--- src/rtl/assert_macros.svh ---
// assertion macros for the pedal speed regulator rtl
// no dependencies; included by files that carry concurrent assertions
`ifndef ASSERT_MACROS_SVH
`define ASSERT_MACROS_SVH
`ifndef SYNTHESIS
`define PSR_ASSERT_IMPL(label, clk, rst_n, ante, cons) \
  label: assert property (@(posedge clk) disable iff (!rst_n) (ante) |-> (cons)) \
    else $error("implication check failed");
`define PSR_ASSERT_NEXT(label, clk, rst_n, ante, cons) \
  label: assert property (@(posedge clk) disable iff (!rst_n) (ante) |=> (cons)) \
    else $error("next-cycle check failed");
`else
`define PSR_ASSERT_IMPL(label, clk, rst_n, ante, cons)
`define PSR_ASSERT_NEXT(label, clk, rst_n, ante, cons)
`endif
`endif

--- src/rtl/psr_pkg.sv ---
// shared types and constants for the pedal speed regulator
// no dependencies; imported by every module of the block
package psr_pkg;

  localparam int unsigned LevelW = 14;
  localparam int unsigned SpeedW = 16;
  localparam int unsigned ZoneW  = 15;
  localparam int unsigned GainW  = 12;
  localparam int unsigned CfgW   = 15;
  localparam int unsigned IdxW   = 3;

  typedef enum logic [IdxW-1:0] {
    REG_AUTO_BRAKE  = 3'd0,
    REG_ACCEL_CEIL  = 3'd1,
    REG_ACCEL_FLOOR = 3'd2,
    REG_BRAKE_CEIL  = 3'd3,
    REG_ZONE_SPEED  = 3'd4,
    REG_DEADBAND    = 3'd5,
    REG_ACCEL_GAIN  = 3'd6,
    REG_BRAKE_GAIN  = 3'd7
  } psr_reg_e;

  localparam logic [LevelW-1:0]       AutoBrakeRst  = 14'd4608;
  localparam logic [LevelW-1:0]       AccelCeilRst  = 14'd7680;
  localparam logic [LevelW-1:0]       AccelFloorRst = 14'd6400;
  localparam logic [LevelW-1:0]       BrakeCeilRst  = 14'd4608;
  localparam logic [ZoneW-1:0]        ZoneSpeedRst  = 15'd356;
  localparam logic [ZoneW-1:0]        DeadbandRst   = 15'd256;
  localparam logic signed [GainW-1:0] AccelGainRst  = 12'sd26;
  localparam logic signed [GainW-1:0] BrakeGainRst  = -12'sd26;

  typedef struct packed {
    logic [LevelW-1:0]       auto_brake;
    logic [LevelW-1:0]       accel_ceil;
    logic [LevelW-1:0]       accel_floor;
    logic [LevelW-1:0]       brake_ceil;
    logic [ZoneW-1:0]        zone_speed;
    logic [ZoneW-1:0]        deadband;
    logic signed [GainW-1:0] accel_gain;
    logic signed [GainW-1:0] brake_gain;
  } psr_cfg_t;

endpackage

--- src/rtl/pedal_speed_regulator.sv ---
// Pedal speed regulator: each transaction carries a target and a measured speed
// (signed q8.8) and returns one accelerator and one brake level (unsigned q6.8). An
// accepted transaction is held in the input register, then a single
// combinational pass updates the two stored levels, which also serve as the
// result register. The input register and the level registers make up the
// two register stages from input port to result port;
// a new transaction is taken every cycle while the result side keeps up.
// Configuration writes take effect on the next edge and belong in idle periods.
// depends on psr_pkg, psr_cfg_regs, psr_update and assert_macros.svh
module pedal_speed_regulator (
  input  logic                               clk_i,
  input  logic                               rst_ni,
  input  logic                               cfg_we_i,
  input  logic [psr_pkg::IdxW-1:0]           cfg_index_i,
  input  logic [psr_pkg::CfgW-1:0]           cfg_data_i,
  input  logic                               in_valid_i,
  output logic                               in_ready_o,
  input  logic signed [psr_pkg::SpeedW-1:0]  target_speed_i,
  input  logic signed [psr_pkg::SpeedW-1:0]  measured_speed_i,
  output logic                               out_valid_o,
  input  logic                               out_ready_i,
  output logic [psr_pkg::LevelW-1:0]         accel_level_o,
  output logic [psr_pkg::LevelW-1:0]         brake_level_o
);
  import psr_pkg::*;
  `include "assert_macros.svh"

  psr_cfg_t                 cfg;
  logic                     in_valid_q;
  logic signed [SpeedW-1:0] target_q;
  logic signed [SpeedW-1:0] measured_q;
  logic                     out_valid_q;
  logic [LevelW-1:0]        accel_q, accel_d;
  logic [LevelW-1:0]        brake_q, brake_d;
  logic                     advance;
  logic                     fire;

  psr_cfg_regs u_cfg (
    .clk_i       (clk_i),
    .rst_ni      (rst_ni),
    .cfg_we_i    (cfg_we_i),
    .cfg_index_i (cfg_index_i),
    .cfg_data_i  (cfg_data_i),
    .cfg_o       (cfg)
  );

  psr_update u_update (
    .cfg_i      (cfg),
    .target_i   (target_q),
    .measured_i (measured_q),
    .accel_i    (accel_q),
    .brake_i    (brake_q),
    .accel_o    (accel_d),
    .brake_o    (brake_d)
  );

  assign advance    = !out_valid_q || out_ready_i;
  assign fire       = in_valid_q && advance;
  assign in_ready_o = !in_valid_q || advance;

  always_ff @(posedge clk_i or negedge rst_ni) begin
    if (!rst_ni) begin
      in_valid_q  <= 1'b0;
      out_valid_q <= 1'b0;
      accel_q     <= '0;
      brake_q     <= '0;
    end else begin
      if (in_ready_o) begin
        in_valid_q <= in_valid_i;
      end
      if (advance) begin
        out_valid_q <= in_valid_q;
      end
      if (fire) begin
        accel_q <= accel_d;
        brake_q <= brake_d;
      end
    end
  end

  // input payload register
  always_ff @(posedge clk_i) begin
    if (in_valid_i && in_ready_o) begin
      target_q   <= target_speed_i;
      measured_q <= measured_speed_i;
    end
  end

  assign out_valid_o   = out_valid_q;
  assign accel_level_o = accel_q;
  assign brake_level_o = brake_q;

  `PSR_ASSERT_NEXT(a_fire_gives_result, clk_i, rst_ni, fire, out_valid_q)
  `PSR_ASSERT_NEXT(a_held_item_kept, clk_i, rst_ni, in_valid_q && !advance, in_valid_q)
  `PSR_ASSERT_NEXT(a_drain_clears, clk_i, rst_ni, out_valid_q && out_ready_i && !in_valid_q, !out_valid_q)
  `PSR_ASSERT_NEXT(a_levels_hold_on_stall, clk_i, rst_ni, !fire, $stable(accel_q) && $stable(brake_q))

endmodule

--- src/rtl/psr_cfg_regs.sv ---
// configuration register bank of the pedal speed regulator
// depends on psr_pkg
module psr_cfg_regs (
  input  logic                      clk_i,
  input  logic                      rst_ni,
  input  logic                      cfg_we_i,
  input  logic [psr_pkg::IdxW-1:0]  cfg_index_i,
  input  logic [psr_pkg::CfgW-1:0]  cfg_data_i,
  output psr_pkg::psr_cfg_t         cfg_o
);
  import psr_pkg::*;

  psr_cfg_t cfg_q;

  always_ff @(posedge clk_i or negedge rst_ni) begin
    if (!rst_ni) begin
      cfg_q.auto_brake  <= AutoBrakeRst;
      cfg_q.accel_ceil  <= AccelCeilRst;
      cfg_q.accel_floor <= AccelFloorRst;
      cfg_q.brake_ceil  <= BrakeCeilRst;
      cfg_q.zone_speed  <= ZoneSpeedRst;
      cfg_q.deadband    <= DeadbandRst;
      cfg_q.accel_gain  <= AccelGainRst;
      cfg_q.brake_gain  <= BrakeGainRst;
    end else if (cfg_we_i) begin
      case (psr_reg_e'(cfg_index_i))
        REG_AUTO_BRAKE:  cfg_q.auto_brake  <= cfg_data_i[LevelW-1:0];
        REG_ACCEL_CEIL:  cfg_q.accel_ceil  <= cfg_data_i[LevelW-1:0];
        REG_ACCEL_FLOOR: cfg_q.accel_floor <= cfg_data_i[LevelW-1:0];
        REG_BRAKE_CEIL:  cfg_q.brake_ceil  <= cfg_data_i[LevelW-1:0];
        REG_ZONE_SPEED:  cfg_q.zone_speed  <= cfg_data_i[ZoneW-1:0];
        REG_DEADBAND:    cfg_q.deadband    <= cfg_data_i[ZoneW-1:0];
        REG_ACCEL_GAIN:  cfg_q.accel_gain  <= $signed(cfg_data_i[GainW-1:0]);
        REG_BRAKE_GAIN:  cfg_q.brake_gain  <= $signed(cfg_data_i[GainW-1:0]);
        default: ;
      endcase
    end
  end

  assign cfg_o = cfg_q;

endmodule

--- src/rtl/psr_update.sv ---
// combinational level update: error, deadband and zone decode, gain step and clamps
// depends on psr_pkg
module psr_update (
  input  psr_pkg::psr_cfg_t                cfg_i,
  input  logic signed [psr_pkg::SpeedW-1:0] target_i,
  input  logic signed [psr_pkg::SpeedW-1:0] measured_i,
  input  logic [psr_pkg::LevelW-1:0]        accel_i,
  input  logic [psr_pkg::LevelW-1:0]        brake_i,
  output logic [psr_pkg::LevelW-1:0]        accel_o,
  output logic [psr_pkg::LevelW-1:0]        brake_o
);
  import psr_pkg::*;

  // gain (q4.8) times error (q9.8), rounded to nearest q8.8, ties upward
  function automatic logic signed [20:0] scaled_step(logic signed [GainW-1:0] gain,
                                                     logic signed [SpeedW:0]  err);
    logic signed [28:0] prod;
    logic signed [29:0] sum;
    prod = 29'(gain) * 29'(err);
    sum  = 30'(prod) + 30'sd128;
    return sum[28:8];
  endfunction

  logic signed [SpeedW:0] err;
  logic [SpeedW:0]        mag;
  logic                   in_deadband;
  logic                   in_zone;
  logic                   target_zero;
  logic signed [21:0]     accel_sum;
  logic signed [21:0]     brake_sum;
  logic [LevelW-1:0]      accel_clamped;
  logic [LevelW-1:0]      brake_clamped;

  always_comb begin
    err         = {target_i[SpeedW-1], target_i} - {measured_i[SpeedW-1], measured_i};
    mag         = err[SpeedW] ? (SpeedW+1)'(-err) : err;
    in_deadband = mag < {2'b00, cfg_i.deadband};
    target_zero = target_i == '0;
    in_zone     = !target_i[SpeedW-1] && !target_zero &&
                  ({target_i[SpeedW-1], target_i} <= $signed({2'b00, cfg_i.zone_speed}));

    accel_sum = $signed({8'b0, accel_i}) + 22'(scaled_step(cfg_i.accel_gain, err));
    brake_sum = $signed({8'b0, brake_i}) + 22'(scaled_step(cfg_i.brake_gain, err));

    // ceiling tested before floor
    if (accel_sum >= $signed({8'b0, cfg_i.accel_ceil})) begin
      accel_clamped = cfg_i.accel_ceil;
    end else if (accel_sum <= $signed({8'b0, cfg_i.accel_floor})) begin
      accel_clamped = cfg_i.accel_floor;
    end else begin
      accel_clamped = accel_sum[LevelW-1:0];
    end

    if (brake_sum <= 22'sd0) begin
      brake_clamped = '0;
    end else if (brake_sum >= $signed({8'b0, cfg_i.brake_ceil})) begin
      brake_clamped = cfg_i.brake_ceil;
    end else begin
      brake_clamped = brake_sum[LevelW-1:0];
    end

    if (in_deadband) begin
      accel_o = accel_i;
      brake_o = target_zero ? cfg_i.auto_brake : brake_i;
    end else if (in_zone || !(err > 0)) begin
      accel_o = '0;
      brake_o = brake_clamped;
    end else begin
      accel_o = accel_clamped;
      brake_o = '0;
    end
  end

endmodule
--- config.mk ---
export PLATFORM = sky130hd
export DESIGN_NAME = pedal_speed_regulator
export DESIGN_NICKNAME = d
export VERILOG_FILES = /design/src/rtl/psr_pkg.sv /design/src/rtl/pedal_speed_regulator.sv /design/src/rtl/psr_cfg_regs.sv /design/src/rtl/psr_update.sv
export VERILOG_INCLUDE_DIRS = /design/src /design/src/rtl
export SDC_FILE = /design/constraint.sdc
export NUM_CORES = 1
export LEC_CHECK = 0
export ABC_AREA = 1
export BUFFER_PORTS_ARGS = -buffer_cell sky130_fd_sc_hd__clkbuf_2
export CAP_MARGIN = 20
export CORE_ASPECT_RATIO = 1.2
export CORE_UTILIZATION = 40
export DETAILED_ROUTE_END_ITERATION = 10
export PLACE_DENSITY = 0.63
export SETUP_SLACK_MARGIN = 0.1
export SLEW_MARGIN = 30
export SYNTH_ARGS = -nofsm -noshare
export SYNTH_HDL_FRONTEND = slang
export SYNTH_SLANG_ARGS = --single-unit
--- constraint.sdc ---
create_clock -name clk_i -period 9.6 [get_ports clk_i]
set_clock_uncertainty 0.1 [all_clocks]
set_input_delay 1.92 -clock clk_i [delete_from_list [all_inputs] [get_ports clk_i]]
set_output_delay 1.92 -clock clk_i [all_outputs]
set_load 0.005 [all_outputs]
==> results.sh, run 1 <==
export IMPL_drive_above_1_share_pct=10.3
export IMPL_arrival_ps=9280
export IMPL_cap_violations=0
export IMPL_cts_sinks=172
export IMPL_final_nets=4412
export IMPL_grt_busiest_layer="met2"
export IMPL_area_delta_synth_final_pct=10.9
export IMPL_synth_edf_count=32
export IMPL_synth_main_ff_cell="dfrtp_1"
export IMPL_synth_mux_area_share_pct=0
export IMPL_place_gp_congestion=0.961
export IMPL_cpPeakStageDelay_ps=550
export IMPL_synthCells=3665
export IMPL_synth_xor_area_share_pct=2.47
export IMPL_clk_latency_ps=450
export IMPL_totalWireLength_um=83300
export IMPL_synthArstFlopShare_pct=81.4
export IMPL_rsz0062_at_grt="yes"
export IMPL_critPathLaunchType="register"
export IMPL_ios=85
export IMPL_placedInstanceArea_mm2=0.0290
export IMPL_cts_made_buffers=17
export IMPL_antenna_left=0
export IMPL_hold_buffers=0
export IMPL_grt_util_met1_pct=30.6
export IMPL_grt_total_usage_pct=24.6
export IMPL_use_met3_pct=3.35
export IMPL_fin_crit_sh_pct=94.2
export IMPL_initial_utilization_pct=40.6
export IMPL_netlist_area_mm2=0.0274
export IMPL_met2_usage_pct=42.6
export IMPL_io_buffers=84
export IMPL_insertedDiodeCount=0
export IMPL_die_x_um=241
export IMPL_fmax_ghz=0.111
export IMPL_cpMaxStageDelayCell="fa_1"
export IMPL_die_h_um=288
export IMPL_setup_viol=0
export IMPL_row_count=104
export IMPL_worst_pin_slew_ps=888
export IMPL_synth_simple_area_share_pct=23.2
export IMPL_cts_tree="built"
export IMPL_crit_required_ps=9840
export IMPL_clkTransAtPathRegs_ps=80
export IMPL_crit_type="register to register"
export IMPL_wl_per_cell_um=17.9
export IMPL_drv_slew=0
export IMPL_crit_fanout=15
export IMPL_synth_avg_cell_area_um2=7.46
export IMPL_grt_max_degree=77
export IMPL_viasPerCell=5.07
export IMPL_synth_compound_area_share_pct=6.58
export IMPL_relSlewSlack_pct=40.7
export IMPL_antenna_found_initial=2
export IMPL_synth_distinct_cells=53
export IMPL_vias=23629
export IMPL_core_area_mm2=0.0674
export IMPL_yosys_area_share_adder_pct=38.1
export IMPL_grt_pass1_wl_um=131000
export IMPL_drt_iter0_drc=1626
export IMPL_drtPass1Iterations=5
export IMPL_root_buffer="clkbuf_16"
export IMPL_synth_top_family_by_area="adder cells"
export IMPL_worstSetupEndpointType="register"
export IMPL_ys_ff_latch=172
export IMPL_ys_warn_count=0
export IMPL_yosysSeqAreaShare_pct=16.4
export IMPL_status="finished, final reports clean"
export IMPL_htree_num_levels=4
export IMPL_drc=0
export IMPL_die_area_mm2=0.0694
export IMPL_cp_common_cell="nand2_1"
export IMPL_fin_crit_ps=9040
export IMPL_timing_final_hold_violations=0
export IMPL_hold_path_class="register to register"
export IMPL_final_area_mm2=0.0303
export IMPL_overflow=0
export IMPL_utilization_pct=45.0
export IMPL_grt_pass1_vias=23892
export IMPL_hpwl_um=67500
export IMPL_clk_path_buf_depth=2
export IMPL_synth_nets=4326
stage by stage:
step                hold slack [ps]  cells  TNS (ps)  setup slack [ps]
floorplan                       353   3665         0              1170
global placement                366   4612         0              30.8
detailed placement              374   4612     -33.5             -20.1
CTS                             392   4644         0               142
global route                    402   4665         0              49.3
finish                          385   4665         0               556
cell usage after synthesis (3+ instances only):
library cell	instances	share of area, %
nor2_1	338	4.6
nand2_1	907	12
o21ai_1	4	0.073
fa_1	377	28
edfxtp_1	32	3.5
a21oi_1	144	2.6
or2_2	5	0.11
dfstp_2	28	2.7
buf_2	8	0.15
o21ai_0	143	2.6
nand3_2	6	0.22
nor4_1	13	0.30
inv_2	6	0.082
nand3b_1	10	0.27
nand3_1	143	2.6
buf_6	4	0.16
nor3_1	10	0.18
clkinv_1	3	0.041
ha_1	229	10
a21o_1	9	0.25
nor2_2	21	0.48
o31ai_1	3	0.082
o21bai_1	6	0.16
nand4_1	43	0.98
clkbuf_1	77	1.1
inv_1	842	12
xnor2_1	25	0.80
dfrtp_1	112	10
buf_1	7	0.096
xor2_1	52	1.7
nand2_4	3	0.12
nand2_2	18	0.41
o211ai_1	8	0.22
layer usage:
layer | vias up | share of wire (%)
met5 | - | 0.029
met4 | 4 | 4.8
met3 | 215 | 6.1
met2 | 776 | 49
met1 | 11428 | 40
li1 | 11206 | -
state kept, by name, summed over array words and instances (netlist names):
register       count
in_valid_q         1
out_valid_o        1
measured_q        16
brake_level_o     14
u_cfg.cfg_o      110
target_q          16
accel_level_o     14
critical path: cells and delay by family (launching register included):
family          cells  cell delay, ps
compound gates      5             750
xor+xnor            2             460
fa+ha+maj          10            4030
buf+inv            12            1140
flops               1             380
simple gates       18            2030
layout by cell type, fill, tap and decap left out, types with 6 or more instances in the layout:
cell,Yosys,final
nor2_1,338,332
buf_4,2,62
buf_6,4,10
xnor2_1,25,20
nand3b_1,10,10
dfstp_2,28,28
inv_1,842,835
edfxtp_1,32,32
clkbuf_16,0,17
fa_1,377,376
xor2_1,52,38
nor3_1,10,9
inv_2,6,6
dfrtp_1,112,112
o21ai_1,4,8
xor2_2,0,13
clkbuf_2,0,83
nor4_1,13,10
nand2_2,18,27
nor2_2,21,23
ha_2,0,13
nand2_1,907,896
nand3_1,143,139
ha_1,229,211
o21ai_0,143,136
nand4_1,43,43
a21oi_2,2,14
o21bai_1,6,6
a21oi_1,144,130
o211ai_1,8,8
a21o_1,9,9
nand3_2,6,10
cells by family after synthesis:
group	Yosys count
AND/OR/NAND/NOR	1529
buffers and inverters	949
adder cells (fa/ha/maj)	606
AO/OA/AOI/OAI	332
flip-flops	172
XOR/XNOR	77
worst paths after layout:
check	to	cells after the start	startpoint	slack, ps
min in group asynchronous	accel_level_o[5]	1	rst_ni	1390
max	accel_level_o[0]	47	target_q[0]	560
max in group asynchronous	u_cfg.cfg_o[18]	2	rst_ni	6640
min	u_cfg.cfg_o[24]	2	u_cfg.cfg_o[24]	390
min reg2reg	u_cfg.cfg_o[24]	2	u_cfg.cfg_o[24]	390
max reg2reg	accel_level_o[0]	47	target_q[0]	560
area by class of cell:
| cell class | count | area, um^2 |
|---|---|---|
| Inverter | 851 | 3220 |
| Clock inverter | 15 | 180 |
| Multi-Input combinational cell | 2548 | 19800 |
| Clock buffer | 17 | 425 |
| Tap cell | 901 | 1130 |
| Timing Repair Buffer | 161 | 1110 |
| Sequential cell | 172 | 4500 |
| Fill cell | 6930 | 37100 |
what timing repair did:
action	4_1_cts	5_1_grt
gates cloned	0	4
gates resized for setup	5	128
setup endpoints to repair	14	28
setup buffers	0	17
pin swaps	0	25
Power of run 1 is left out: the tool's default activity adds up to more than one toggle a clock period on the data nets, which glitch-free logic cannot reach.
==> inputs of run 2 (changes only) <==
Settings changed: CORE_UTILIZATION 40 to 51, PLACE_DENSITY 0.63 to 0.75.
Clock period 9.6 ns to 9.8 ns, I/O delays scaled along.
==> run 2 against run 1 <==
Net effect: critical path depth shrank 5; utilization is 11 points higher; largest cell class unchanged; via count grew 0.47%; die area down 21%; flip-flop and latch count stayed put; first-iteration DRC count increased by 19%; global-route usage is 4.9 points higher.
==> results.sh, run 2 (same netlist as run 1, synthesis figures left out) <==
export IMPL_die_h_um=256
export IMPL_path_depth=42
export IMPL_die_x_um=213
export IMPL_timing_final_hold_violations=0
export IMPL_place_gp_congestion=1.00
export IMPL_grt_pass1_vias=24112
export IMPL_crit_path_start="target_q[4]"
export IMPL_antenna_left=0
export IMPL_grt_total_usage_pct=29.6
export IMPL_final_cell_mix="898 x nand2_1, 837 x inv_1, 376 x fa_1"
export IMPL_crit_path_end="accel_level_o[6]"
export IMPL_arrival_ps=9560
export IMPL_htree_num_levels=4
export IMPL_holdWs_ps=387
export IMPL_wl_per_cell_um=17.6
export IMPL_crit_fanout=15
export IMPL_setup_tns_ps=0
export IMPL_grt_max_degree=74
export IMPL_viasPerCell=5.34
export IMPL_status="finished, final reports clean"
export IMPL_path_buf_inv=8
export IMPL_drt_iter0_drc=1941
export IMPL_initial_utilization_pct=51.9
export IMPL_cpPeakStageDelay_ps=520
export IMPL_r2r_start="target_q[4]"
export IMPL_core_area_mm2=0.0527
export IMPL_regToRegEndpoint="accel_level_o[6]"
export IMPL_fmax_ghz=0.108
export IMPL_grt_pass1_wl_um=126000
export IMPL_relSlewSlack_pct=39.1
export IMPL_largest_reg_flops=110
export IMPL_fin_crit_ps=9280
export IMPL_worst_pin_slew_ps=911
export IMPL_root_buffer="clkbuf_16"
export IMPL_cp_common_cell="nand2_1"
export IMPL_rrSetupSlack_ps=520
export IMPL_cts_sinks=172
export IMPL_row_count=92
export IMPL_critPathLaunchType="register"
export IMPL_setup_viol=0
export IMPL_hold_path_class="register to register"
export IMPL_fin_crit_sh_pct=94.7
export IMPL_cts_tree="built"
export IMPL_io_buffers=84
export IMPL_drive_above_1_share_pct=8.81
export IMPL_hold_buffers=0
export IMPL_hpwl_um=62900
export IMPL_ios=85
export IMPL_totalWireLength_um=78100
export IMPL_antenna_found_initial=4
export IMPL_cpMaxStageDelayCell="fa_1"
export IMPL_area_delta_synth_final_pct=8.80
export IMPL_final_common_cell="nand2_1"
export IMPL_critPathTopFamily="adder cells"
export IMPL_insertedDiodeCount=0
export IMPL_cts_made_buffers=17
export IMPL_die_area_mm2=0.0546
export IMPL_crit_type="register to register"
export IMPL_final_nets=4392
export IMPL_drv_slew=0
export IMPL_clkTransAtPathRegs_ps=70
export IMPL_ff2ff_path_depth=42
export IMPL_clk_path_buf_depth=2
export IMPL_clk_latency_ps=440
export IMPL_worstSetupEndpointType="register"
export IMPL_dpl_worst_slack_ps=-53.3
export IMPL_worst_slack_ps=516
export IMPL_cap_violations=0
export IMPL_drtPass1Iterations=6
export IMPL_drc=0
export IMPL_overflow=0
export IMPL_rsz0062_at_grt="no"
export IMPL_crit_required_ps=10080
export IMPL_vias=23740
export IMPL_n_fill_cell=4913
## run 2: layout make-up
type,count,area [um^2],share of cell area (%)
multi-input cells,2544,19600,65.7
flip-flops and latches,172,4500,15.1
inverters,851,3210,10.8
repair buffers,144,950,3.19
well taps,705,882,2.96
clock buffers,17,425,1.43
clock inverters,15,224,0.753
repair inverters,1,7.51,0.0252
## run 2: metrics by stage
stage	area (um^2)	utilization [%]	instances
after floorplan	27400	-	3665
after global placement	28600	54.2	4399
after detailed placement	28600	54.2	4399
after CTS	29300	55.6	4433
after global routing	29800	56.5	4449
final	29800	56.5	4449
## run 2: tightest hold or removal path, cell delays in order, from the launching register on
cell	delay (ps)
dfrtp_1	350
nand2_1	50
o21ai_0	60
## run 2: per-layer routing
metal  track usage (%)  vias to the layer above  wire [um]
li1                  -                    11148          -
met1              36.6                    11433      30300
met2              49.7                      922      37700
met3              4.37                      235       5580
met4              15.3                        2       4590
met5                 0                        -         18
## run 2: how the worst min path moves through the flow
stage	depth (start not counted)	startpoint	end	slack, ps
2_1_floorplan	2	u_cfg.cfg_o[100]	u_cfg.cfg_o[100]	350
3_3_place_gp	2	u_cfg.cfg_o[83]	u_cfg.cfg_o[83]	370
3_5_place_dp	2	u_cfg.cfg_o[34]	u_cfg.cfg_o[34]	370
4_1_cts	2	u_cfg.cfg_o[34]	u_cfg.cfg_o[34]	390
5_1_grt	2	u_cfg.cfg_o[41]	u_cfg.cfg_o[41]	400
6_report	2	u_cfg.cfg_o[101]	u_cfg.cfg_o[101]	390
## run 2: timing repair
action                                  4_1_cts  5_1_grt
endpoints found under the setup margin       14       28
pin swaps                                     1        9
gates cloned                                  0        1
buffers inserted                              2       15
gates resized for setup                       7       63
Power of run 2 is left out for the same reason.
